$ cat config.mk
export PLATFORM = sky130hd
export DESIGN_NAME = dns_response_parser_flat
export DESIGN_NICKNAME = d
export VERILOG_FILES = /design/src/hdl/dnsp_pkg.sv /design/src/hdl/dnsp_in_if.sv /design/src/hdl/dnsp_out_if.sv /design/src/hdl/dns_response_parser.sv /design/src/flat_wrapper.sv
export SDC_FILE = /design/constraint.sdc
export NUM_CORES = 1
export LEC_CHECK = 0
export BUFFER_PORTS_ARGS = -buffer_cell sky130_fd_sc_hd__buf_4
export CAP_MARGIN = 25
export CORE_MARGIN = 4
export CORE_UTILIZATION = 44
export CTS_CLUSTER_SIZE = 40
export DETAILED_ROUTE_END_ITERATION = 8
export GPL_TIMING_DRIVEN = 0
export PLACE_DENSITY = 0.7
export SETUP_SLACK_MARGIN = 0.2
export SYNTH_ARGS = -nofsm -noshare
export SYNTH_HDL_FRONTEND = slang
export SYNTH_SLANG_ARGS = --single-unit
$ cat constraint.sdc
create_clock -name clk -period 5.15 [get_ports clk]
set_input_delay 1.03 -clock clk [delete_from_list [all_inputs] [get_ports clk]]
set_output_delay 1.03 -clock clk [all_outputs]
set_load 0.01 [all_outputs]
$ cat src/hdl/dnsp_pkg.sv
// Shared codes and constants for the DNS response parser.
`timescale 1ns / 1ps
`default_nettype none

package dnsp_pkg;

  // Item kinds on the input channel
  localparam logic ACT_ARM  = 1'b0;
  localparam logic ACT_BYTE = 1'b1;

  // Result status codes
  typedef logic [3:0] status_t;
  localparam status_t ST_COMPLETE  = 4'd0;
  localparam status_t ST_NOTRESP   = 4'd1;
  localparam status_t ST_BADID     = 4'd2;
  localparam status_t ST_FORMAT    = 4'd3;
  localparam status_t ST_SRVFAIL   = 4'd4;
  localparam status_t ST_NONAME    = 4'd5;
  localparam status_t ST_BADRCODE  = 4'd6;
  localparam status_t ST_NOANSWERS = 4'd7;
  localparam status_t ST_TRUNCATED = 4'd8;

  // Header byte positions
  localparam logic [3:0] HDR_ID_HI    = 4'd0;
  localparam logic [3:0] HDR_ID_LO    = 4'd1;
  localparam logic [3:0] HDR_FLAG_HI  = 4'd2;
  localparam logic [3:0] HDR_FLAG_LO  = 4'd3;
  localparam logic [3:0] HDR_QD_HI    = 4'd4;
  localparam logic [3:0] HDR_QD_LO    = 4'd5;
  localparam logic [3:0] HDR_AN_HI    = 4'd6;
  localparam logic [3:0] HDR_AN_LO    = 4'd7;
  localparam logic [3:0] HDR_LAST     = 4'd11;

  // Resource record fixed-part byte positions
  localparam logic [3:0] RR_TYPE_HI   = 4'd0;
  localparam logic [3:0] RR_TYPE_LO   = 4'd1;
  localparam logic [3:0] RR_RDLEN_HI  = 4'd8;
  localparam logic [3:0] RR_RDLEN_LO  = 4'd9;

  // Rcode values
  localparam logic [3:0] RCODE_OK      = 4'd0;
  localparam logic [3:0] RCODE_FORMAT  = 4'd1;
  localparam logic [3:0] RCODE_SRVFAIL = 4'd2;
  localparam logic [3:0] RCODE_NONAME  = 4'd3;

  localparam logic [15:0] TYPE_A       = 16'd1;
  localparam logic [15:0] A_RDLEN      = 16'd4;
  localparam logic [15:0] QTAIL_LEN    = 16'd4;
  localparam logic [7:0]  PTR_MASK     = 8'hC0;

endpackage

`default_nettype wire

$ cat src/hdl/dnsp_in_if.sv
// Input channel of the DNS response parser: arm items and message bytes.
`timescale 1ns / 1ps
`default_nettype none

interface dnsp_in_if;
  logic        valid;
  logic        ready;
  logic        action;
  logic [15:0] query_id;
  logic [7:0]  data_byte;
  logic        last_byte;

  modport source (output valid, action, query_id, data_byte, last_byte, input ready);
  modport sink   (input valid, action, query_id, data_byte, last_byte, output ready);
endinterface

`default_nettype wire

$ cat src/hdl/dnsp_out_if.sv
// Result channel of the DNS response parser.
`timescale 1ns / 1ps
`default_nettype none

interface dnsp_out_if;
  logic        valid;
  logic        ready;
  logic [3:0]  status;
  logic [31:0] address;
  logic        address_found;

  modport source (output valid, status, address, address_found, input ready);
  modport sink   (input valid, status, address, address_found, output ready);
endinterface

`default_nettype wire

$ cat src/hdl/dns_response_parser.sv
// DNS response parser: byte-wide header, question and answer walk.
//
//   channel  | dir | handshake   | payload
//   in_ch    | in  | valid/ready | action, query_id, data_byte, last_byte
//   out_ch   | out | valid/ready | status, address, address_found
//
// One item per cycle while in_ch.ready is high: an arm item, or a byte while armed,
// updates the parse state in the cycle it is taken, and a last byte then loads the
// result register at the same edge, so out_ch.valid rises in the cycle after it.
// in_ch.ready is low only while a result sits in the output register and
// out_ch.ready is low; a taken result frees the slot in the same cycle.
// Synchronous active-low reset clears the parse state and the output valid.
`timescale 1ns / 1ps
`default_nettype none

module dns_response_parser
  import dnsp_pkg::*;
(
  input  wire        clk,
  input  wire        rst_n,
  dnsp_in_if.sink    in_ch,
  dnsp_out_if.source out_ch
);

  typedef enum logic [3:0] {
    PH_HEADER, PH_QLEN, PH_QLABEL, PH_QTAIL, PH_ANAME, PH_APTR, PH_ALEN,
    PH_ALABEL, PH_AFIXED, PH_AADDR, PH_ARDATA, PH_DONE, PH_ERROR
  } phase_t;

  phase_t      phase_r, phase_nxt;
  logic        waiting_r, waiting_nxt;
  logic [15:0] expected_id_r, expected_id_nxt;
  logic [3:0]  index_r, index_nxt;
  logic [15:0] questions_r, questions_nxt;
  logic [15:0] answers_r, answers_nxt;
  logic [15:0] skip_r, skip_nxt;
  logic [15:0] field_r, field_nxt;
  logic [15:0] kind_r, kind_nxt;
  status_t     err_r, err_nxt;
  logic [31:0] addr_shift_r, addr_shift_nxt;
  logic [31:0] last_addr_r, last_addr_nxt;
  logic        found_r, found_nxt;

  logic        out_valid_r, out_valid_nxt;
  status_t     out_status_r, out_status_nxt;
  logic [31:0] out_addr_r, out_addr_nxt;
  logic        out_found_r, out_found_nxt;

  logic        in_fire;
  logic        clear_parse;
  logic        load_result;
  logic [7:0]  b;
  logic [15:0] field_cat;
  logic [15:0] skip_dec;
  logic [15:0] ans_dec;
  logic [15:0] q_dec;

  assign in_ch.ready = !out_valid_r || out_ch.ready;
  assign in_fire     = in_ch.valid && in_ch.ready;
  assign b           = in_ch.data_byte;
  assign field_cat   = {field_r[7:0], b};
  assign skip_dec    = skip_r - 16'd1;
  assign ans_dec     = answers_r - 16'd1;
  assign q_dec       = questions_r - 16'd1;

  // Advance the parse by one item
  always_comb begin
    phase_nxt      = phase_r;
    waiting_nxt    = waiting_r;
    expected_id_nxt = expected_id_r;
    index_nxt      = index_r;
    questions_nxt  = questions_r;
    answers_nxt    = answers_r;
    skip_nxt       = skip_r;
    field_nxt      = field_r;
    kind_nxt       = kind_r;
    err_nxt        = err_r;
    addr_shift_nxt = addr_shift_r;
    last_addr_nxt  = last_addr_r;
    found_nxt      = found_r;
    clear_parse    = 1'b0;
    load_result    = 1'b0;
    out_status_nxt = out_status_r;
    out_addr_nxt   = out_addr_r;
    out_found_nxt  = out_found_r;

    if (in_fire && in_ch.action == ACT_ARM) begin
      expected_id_nxt = in_ch.query_id;
      waiting_nxt     = 1'b1;
      found_nxt       = 1'b0;
      clear_parse     = 1'b1;
    end else if (in_fire && waiting_r) begin
      case (phase_r)
        PH_HEADER: begin
          case (index_r)
            HDR_ID_HI, HDR_FLAG_HI: field_nxt = {8'd0, b};
            HDR_ID_LO: begin
              field_nxt = field_cat;
              if (field_cat != expected_id_r) err_nxt = ST_BADID;
            end
            HDR_FLAG_LO: begin
              field_nxt = field_cat;
              if (!field_cat[15]) begin
                err_nxt   = ST_NOTRESP;
                phase_nxt = PH_ERROR;
              end else if (err_r == ST_BADID) begin
                phase_nxt = PH_ERROR;
              end else if (field_cat[3:0] != RCODE_OK) begin
                phase_nxt = PH_ERROR;
                case (field_cat[3:0])
                  RCODE_FORMAT:  err_nxt = ST_FORMAT;
                  RCODE_SRVFAIL: err_nxt = ST_SRVFAIL;
                  RCODE_NONAME:  err_nxt = ST_NONAME;
                  default:       err_nxt = ST_BADRCODE;
                endcase
              end
            end
            HDR_QD_HI: questions_nxt = {8'd0, b};
            HDR_QD_LO: questions_nxt = {questions_r[7:0], b};
            HDR_AN_HI: answers_nxt = {8'd0, b};
            HDR_AN_LO: begin
              answers_nxt = {answers_r[7:0], b};
              if ({answers_r[7:0], b} == 16'd0) begin
                err_nxt   = ST_NOANSWERS;
                phase_nxt = PH_ERROR;
              end
            end
            default: ;
          endcase
          if (phase_nxt == PH_HEADER) begin
            if (index_r >= HDR_LAST) begin
              phase_nxt = (questions_nxt == 16'd0) ? PH_ANAME : PH_QLEN;
            end else begin
              index_nxt = index_r + 4'd1;
            end
          end
        end
        PH_QLEN: begin
          if (b == 8'd0) begin
            skip_nxt  = QTAIL_LEN;
            phase_nxt = PH_QTAIL;
          end else begin
            skip_nxt  = {8'd0, b};
            phase_nxt = PH_QLABEL;
          end
        end
        PH_QLABEL: begin
          skip_nxt = skip_dec;
          if (skip_dec == 16'd0) phase_nxt = PH_QLEN;
        end
        PH_QTAIL: begin
          skip_nxt = skip_dec;
          if (skip_dec == 16'd0) begin
            questions_nxt = q_dec;
            phase_nxt     = (q_dec == 16'd0) ? PH_ANAME : PH_QLEN;
          end
        end
        PH_ANAME, PH_ALEN: begin
          if (phase_r == PH_ANAME && (b & PTR_MASK) == PTR_MASK) begin
            phase_nxt = PH_APTR;
          end else if (b == 8'd0) begin
            index_nxt = 4'd0;
            phase_nxt = PH_AFIXED;
          end else begin
            skip_nxt  = {8'd0, b};
            phase_nxt = PH_ALABEL;
          end
        end
        PH_APTR: begin
          index_nxt = 4'd0;
          phase_nxt = PH_AFIXED;
        end
        PH_ALABEL: begin
          skip_nxt = skip_dec;
          if (skip_dec == 16'd0) phase_nxt = PH_ALEN;
        end
        PH_AFIXED: begin
          case (index_r)
            RR_TYPE_HI: begin
              kind_nxt  = {8'd0, b};
              index_nxt = index_r + 4'd1;
            end
            RR_TYPE_LO: begin
              kind_nxt  = {kind_r[7:0], b};
              index_nxt = index_r + 4'd1;
            end
            RR_RDLEN_HI: begin
              field_nxt = {8'd0, b};
              index_nxt = index_r + 4'd1;
            end
            RR_RDLEN_LO: begin
              field_nxt = field_cat;
              if (kind_r == TYPE_A && field_cat == A_RDLEN) begin
                skip_nxt       = A_RDLEN;
                addr_shift_nxt = 32'd0;
                phase_nxt      = PH_AADDR;
              end else if (field_cat == 16'd0) begin
                answers_nxt = ans_dec;
                phase_nxt   = (ans_dec == 16'd0) ? PH_DONE : PH_ANAME;
              end else begin
                skip_nxt  = field_cat;
                phase_nxt = PH_ARDATA;
              end
            end
            default: index_nxt = index_r + 4'd1;
          endcase
        end
        PH_AADDR: begin
          addr_shift_nxt = {addr_shift_r[23:0], b};
          skip_nxt       = skip_dec;
          if (skip_dec == 16'd0) begin
            last_addr_nxt = {addr_shift_r[23:0], b};
            found_nxt     = 1'b1;
            answers_nxt   = ans_dec;
            phase_nxt     = (ans_dec == 16'd0) ? PH_DONE : PH_ANAME;
          end
        end
        PH_ARDATA: begin
          skip_nxt = skip_dec;
          if (skip_dec == 16'd0) begin
            answers_nxt = ans_dec;
            phase_nxt   = (ans_dec == 16'd0) ? PH_DONE : PH_ANAME;
          end
        end
        default: ;
      endcase

      // Report on the last byte, then drop back to idle
      if (in_ch.last_byte) begin
        load_result = 1'b1;
        case (phase_nxt)
          PH_DONE:  out_status_nxt = ST_COMPLETE;
          PH_ERROR: out_status_nxt = err_nxt;
          default:  out_status_nxt = ST_TRUNCATED;
        endcase
        out_addr_nxt  = last_addr_nxt;
        out_found_nxt = found_nxt;
        waiting_nxt   = 1'b0;
        found_nxt     = 1'b0;
        clear_parse   = 1'b1;
      end
    end

    if (clear_parse) begin
      phase_nxt      = PH_HEADER;
      index_nxt      = 4'd0;
      questions_nxt  = 16'd0;
      answers_nxt    = 16'd0;
      skip_nxt       = 16'd0;
      field_nxt      = 16'd0;
      kind_nxt       = 16'd0;
      err_nxt        = ST_COMPLETE;
      addr_shift_nxt = 32'd0;
    end

    // Hold a result until taken
    if (load_result) begin
      out_valid_nxt = 1'b1;
    end else if (out_ch.ready) begin
      out_valid_nxt = 1'b0;
    end else begin
      out_valid_nxt = out_valid_r;
    end
  end

  // Parse state and result register
  always_ff @(posedge clk) begin
    if (!rst_n) begin
      phase_r       <= PH_HEADER;
      waiting_r     <= 1'b0;
      expected_id_r <= 16'd0;
      index_r       <= 4'd0;
      questions_r   <= 16'd0;
      answers_r     <= 16'd0;
      skip_r        <= 16'd0;
      field_r       <= 16'd0;
      kind_r        <= 16'd0;
      err_r         <= ST_COMPLETE;
      addr_shift_r  <= 32'd0;
      last_addr_r   <= 32'd0;
      found_r       <= 1'b0;
      out_valid_r   <= 1'b0;
    end else begin
      phase_r       <= phase_nxt;
      waiting_r     <= waiting_nxt;
      expected_id_r <= expected_id_nxt;
      index_r       <= index_nxt;
      questions_r   <= questions_nxt;
      answers_r     <= answers_nxt;
      skip_r        <= skip_nxt;
      field_r       <= field_nxt;
      kind_r        <= kind_nxt;
      err_r         <= err_nxt;
      addr_shift_r  <= addr_shift_nxt;
      last_addr_r   <= last_addr_nxt;
      found_r       <= found_nxt;
      out_valid_r   <= out_valid_nxt;
    end
    out_status_r <= out_status_nxt;
    out_addr_r   <= out_addr_nxt;
    out_found_r  <= out_found_nxt;
  end

  assign out_ch.valid         = out_valid_r;
  assign out_ch.status        = out_status_r;
  assign out_ch.address       = out_addr_r;
  assign out_ch.address_found = out_found_r;

  // A last byte while waiting always yields a result and ends the wait
  a_last_gives_result: assert property (@(posedge clk) disable iff (!rst_n)
    in_fire && in_ch.action == ACT_BYTE && in_ch.last_byte && waiting_r
      |=> out_valid_r && !waiting_r)
    else $error("last byte did not produce a result");

  // Arm restarts the parse
  a_arm_restarts: assert property (@(posedge clk) disable iff (!rst_n)
    in_fire && in_ch.action == ACT_ARM
      |=> waiting_r && phase_r == PH_HEADER && index_r == 4'd0 && !found_r)
    else $error("arm did not restart the parse");

  // While idle the parser sits at the header
  a_idle_at_header: assert property (@(posedge clk) disable iff (!rst_n)
    !waiting_r |-> phase_r == PH_HEADER && !found_r)
    else $error("idle parser left the header phase");

  // No item is taken while a stalled result occupies the register
  a_no_overrun: assert property (@(posedge clk) disable iff (!rst_n)
    out_valid_r && !out_ch.ready |-> !in_ch.ready)
    else $error("input taken over a stalled result");

endmodule

`default_nettype wire

$ cat src/flat_wrapper.sv
// flat-port wrapper written by rule: the top's interface ports become plain ports
module dns_response_parser_flat import dnsp_pkg::*;
  (clk, rst_n, in_ch_valid, in_ch_action, in_ch_query_id, in_ch_data_byte, in_ch_last_byte, in_ch_ready, out_ch_valid, out_ch_status, out_ch_address, out_ch_address_found, out_ch_ready);
  dnsp_in_if in_ch_i ();
  dnsp_out_if out_ch_i ();
  input  wire clk;
  input  wire rst_n;
  input wire logic [$bits(in_ch_i.valid)-1:0] in_ch_valid;
  input wire logic [$bits(in_ch_i.action)-1:0] in_ch_action;
  input wire logic [$bits(in_ch_i.query_id)-1:0] in_ch_query_id;
  input wire logic [$bits(in_ch_i.data_byte)-1:0] in_ch_data_byte;
  input wire logic [$bits(in_ch_i.last_byte)-1:0] in_ch_last_byte;
  output wire logic [$bits(in_ch_i.ready)-1:0] in_ch_ready;
  output wire logic [$bits(out_ch_i.valid)-1:0] out_ch_valid;
  output wire logic [$bits(out_ch_i.status)-1:0] out_ch_status;
  output wire logic [$bits(out_ch_i.address)-1:0] out_ch_address;
  output wire logic [$bits(out_ch_i.address_found)-1:0] out_ch_address_found;
  input wire logic [$bits(out_ch_i.ready)-1:0] out_ch_ready;
  assign in_ch_i.valid = in_ch_valid;
  assign in_ch_i.action = in_ch_action;
  assign in_ch_i.query_id = in_ch_query_id;
  assign in_ch_i.data_byte = in_ch_data_byte;
  assign in_ch_i.last_byte = in_ch_last_byte;
  assign in_ch_ready = in_ch_i.ready;
  assign out_ch_valid = out_ch_i.valid;
  assign out_ch_status = out_ch_i.status;
  assign out_ch_address = out_ch_i.address;
  assign out_ch_address_found = out_ch_i.address_found;
  assign out_ch_i.ready = out_ch_ready;
  dns_response_parser u_core (.clk(clk), .rst_n(rst_n), .in_ch(in_ch_i), .out_ch(out_ch_i));
endmodule
==> results.json <==
{
  "status": "finished, final reports clean",
  "p_per_area_nw_per_um2": 258,
  "cts_tree": "built",
  "rows": 56,
  "drc": 0,
  "vias_per_cell": 5.85,
  "seqPwrFrac_pct": 50.5,
  "cts_inserted_buffers": 17,
  "core_um2": 23500,
  "synth_edf_count": 37,
  "cts_hold_buffers": 0,
  "grt_antenna_before_repair": 0,
  "routabilityCongestion": 0.981,
  "pwr-share-clk_pct": 44.9,
  "path_max_fanout": 8,
  "cp-end-kind": "register",
  "clkTransAtPathRegs_ns": 0.08,
  "slew_viol_final": 0,
  "p_leak_nw": 4.35,
  "yosys.area_share.simple_pct": 23.8,
  "nFillCells": 2249,
  "utilization_pct": 51.4,
  "combPwrFrac_pct": 4.6,
  "syn_inst": 1273,
  "cts_max_level": 4,
  "dieArea_um2": 26400,
  "muxShareOfSynthArea_pct": 4.73,
  "clk_latency_ns": 0.45,
  "io_buffer_count": 66,
  "finalSetupTns_ns": 0,
  "grt_overflow": 0,
  "peakVddDrop_uv": 198,
  "hold_class": "register to register",
  "syn_area_um2": 10500,
  "yosys.area_share.xor_xnor_pct": 2.92,
  "drive_above_1_share_pct": 13.6,
  "area_growth_pct": 15.0,
  "critPathKind": "register to register",
  "synth_seq_cells": 196,
  "synth_compound_area_share_pct": 21.6,
  "clock_sinks": 196,
  "relSlewSlack_pct": 32.8,
  "swShare_pct": 26.5,
  "cp.required_ns": 5.43,
  "detail-route-antenna-nets": 0,
  "grt_setup_unrepaired": "no",
  "grt_start_max_net_pins": 28,
  "grt_pass1_vias": 9381,
  "cts_buffer_depth": 2,
  "fin_crit_ns": 4.47,
  "ys_types": 84,
  "fmax_mhz": 224,
  "nNetsFinal": 1402,
  "maxCapViolCount": 0,
  "ys_seq_area_share_pct": 41.0,
  "post_cts_buffers": 0,
  "cts-root-buf": "clkbuf_16",
  "period_share_pct": 86.7,
  "setup_viol": 0,
  "grt_pass1_wl_um": 50100,
  "cts.repair.resized": 0,
  "intPower_mw": 2.28,
  "track_usage_pct": 23.6,
  "ys.flop_type": "dfxtp_1",
  "synth_top_family_by_area": "simple AND/OR/NAND/NOR gates",
  "dp_hpwl_um": 22400,
  "synth_warnings": 0,
  "initial_utilization_pct": 44.7,
  "fin_skew_ns": 0.0127,
  "wl_per_cell_um": 18.5,
  "dr.first_iter.drc_count": 1039,
  "vias": 9917,
  "drt_wl_total_um": 31300,
  "die-height_um": 162,
  "syn-num-nets": 1313,
  "switching_power_uw": 824,
  "synthArstFlopShare_pct": 0,
  "startpoint_type": "register",
  "report.final.hold_viol_count": 0,
  "worstMarginPinSlew_ns": 1.01,
  "dr.pass1.iters": 5,
  "synth_fa_ha_area_share_pct": 1.29,
  "io_pins": 69,
  "finalPower_mw": 3.11,
  "fp.dieW_um": 162,
  "cp.arrival_ns": 4.75,
  "synth_area_per_cell_um2": 8.24
}
==> stage by stage <==
step	hold WS [ns]	setup WS (ns)	std cells	instance area [µm²]
2_1_floorplan	0.426	1.53	1273	10500
3_3_place_gp	0.437	0.127	1658	11400
3_5_place_dp	0.443	0.496	1662	11400
4_1_cts	0.454	0.805	1694	12100
5_1_grt	0.468	0.450	1694	12100
6_report	0.451	0.683	1695	12100
==> kinds of logic after synthesis <==
group / count (synthesis)
buffers and inverters: 122
adder cells (fa/ha/maj): 11
flip-flops: 196
XOR/XNOR: 35
AND/OR/NAND/NOR: 530
multiplexers: 42
AO/OA/AOI/OAI: 337
==> layer usage <==
layer  wire (µm)  up-vias  GRT usage [%]  part of all wire [%]
met3        2400       64           4.58                   7.7
met1       13900     4703           32.9                    44
met4         987        0           9.00                   3.2
met2       14000      396           36.4                    45
met5           0        -              0                     0
li1            -     4754              -                     -
==> critical path, cell delays in order (launching register included) <==
cell and delay (ns):
dfxtp_1 0.38, inv_1 0.10, ha_1 0.27, or4b_2 0.60
clkbuf_1 0.20, nor4_1 0.58, xnor2_1 0.25, nand3_1 0.17
nor3_1 0.58, nand3_1 0.18, a31oi_1 0.50, nand4bb_1 0.25
nor2_1 0.22
==> layout make-up <==
class | instances | area (µm²) | area share [%]
clock buffer | 17 | 425 | 3.53
tap | 319 | 399 | 3.31
antenna | 1 | 2.50 | 0.0208
timing repair buffer | 70 | 543 | 4.50
inverter | 21 | 78.8 | 0.654
clock inverter | 15 | 200 | 1.66
buffer | 101 | 414 | 3.44
multi-input combinational | 955 | 5700 | 47.3
sequential | 196 | 4290 | 35.6
==> layout by cell type, fill, tap and decap left out, types with 7 or more instances in the layout <==
| cell | netlist | layout |
|---|---|---|
| a211oi_1 | 21 | 21 |
| a21boi_0 | 34 | 34 |
| a21boi_1 | 9 | 9 |
| a21boi_2 | 9 | 9 |
| a21oi_1 | 97 | 97 |
| a22oi_1 | 27 | 27 |
| a31oi_1 | 10 | 10 |
| and2_1 | 7 | 7 |
| buf_4 | 1 | 67 |
| clkbuf_1 | 89 | 89 |
| clkbuf_16 | 0 | 17 |
| dfxtp_1 | 159 | 159 |
| edfxtp_1 | 37 | 37 |
| ha_1 | 10 | 10 |
| inv_1 | 20 | 20 |
| mux2_2 | 24 | 24 |
| mux2_4 | 9 | 9 |
| mux2i_1 | 9 | 9 |
| nand2_1 | 207 | 207 |
| nand2_2 | 9 | 9 |
| nand3_1 | 54 | 54 |
| nand4_1 | 10 | 10 |
| nor2_1 | 114 | 114 |
| nor2b_1 | 7 | 7 |
| nor3_1 | 30 | 30 |
| nor4_1 | 30 | 30 |
| o211ai_1 | 10 | 10 |
| o21ai_0 | 52 | 52 |
| or3_1 | 11 | 11 |
| xor2_1 | 29 | 29 |
==> sequential cells by signal, indices dropped and copies added, names as in the netlist, 4 cells and up <==
name and count:
u_core.addr_shift_r 24, u_core.answers_r 16, u_core.err_r 4, u_core.expected_id_r 16, u_core.field_r 8, u_core.index_r 4, u_core.kind_r 16, u_core.last_addr_r 32
u_core.out_ch.address 32, u_core.out_ch.status 4, u_core.phase_r 4, u_core.questions_r 16, u_core.skip_r 16
==> power by group through the flow <==
stage | Clock [mW] | Sequential [mW] | Combinational, mW
2_1_floorplan | 0 | 1.60 | 0.0770
3_3_place_gp | 0 | 1.60 | 0.140
3_5_place_dp | 0 | 1.60 | 0.141
4_1_cts | 1.41 | 1.57 | 0.142
5_1_grt | 1.47 | 1.57 | 0.155
6_report | 1.39 | 1.57 | 0.143
==> Yosys cell counts (all sizes together) (12+ instances only) <==
| cell | count | share of area, % |
|---|---|---|
| a21boi | 52 | 4.0 |
| clkbuf | 89 | 3.2 |
| nand3 | 55 | 2.7 |
| or3 | 12 | 0.76 |
| buf | 12 | 0.76 |
| a21oi | 97 | 4.6 |
| xor2 | 29 | 2.4 |
| mux2 | 33 | 3.9 |
| o21ai | 55 | 2.7 |
| nor4 | 30 | 1.8 |
| inv | 21 | 0.75 |
| nor2 | 114 | 4.1 |
| a22oi | 27 | 1.9 |
| a211oi | 21 | 1.5 |
| nand2 | 216 | 7.9 |
| edfxtp | 37 | 11 |
| dfxtp | 159 | 30 |
| nor3 | 31 | 1.6 |
==> worst paths after layout <==
path	depth (start not counted)	endpoint	slack [ns]	startpoint
max	12	u_core.out_ch.status[1]	0.68	u_core.skip_r[0]
min	2	u_core.addr_shift_r[19]	0.45	u_core.addr_shift_r[19]
max reg2reg	12	u_core.out_ch.status[1]	0.68	u_core.skip_r[0]
min reg2reg	2	u_core.addr_shift_r[19]	0.45	u_core.addr_shift_r[19]
No activity file was read; power rests on OpenSTA's default activity.
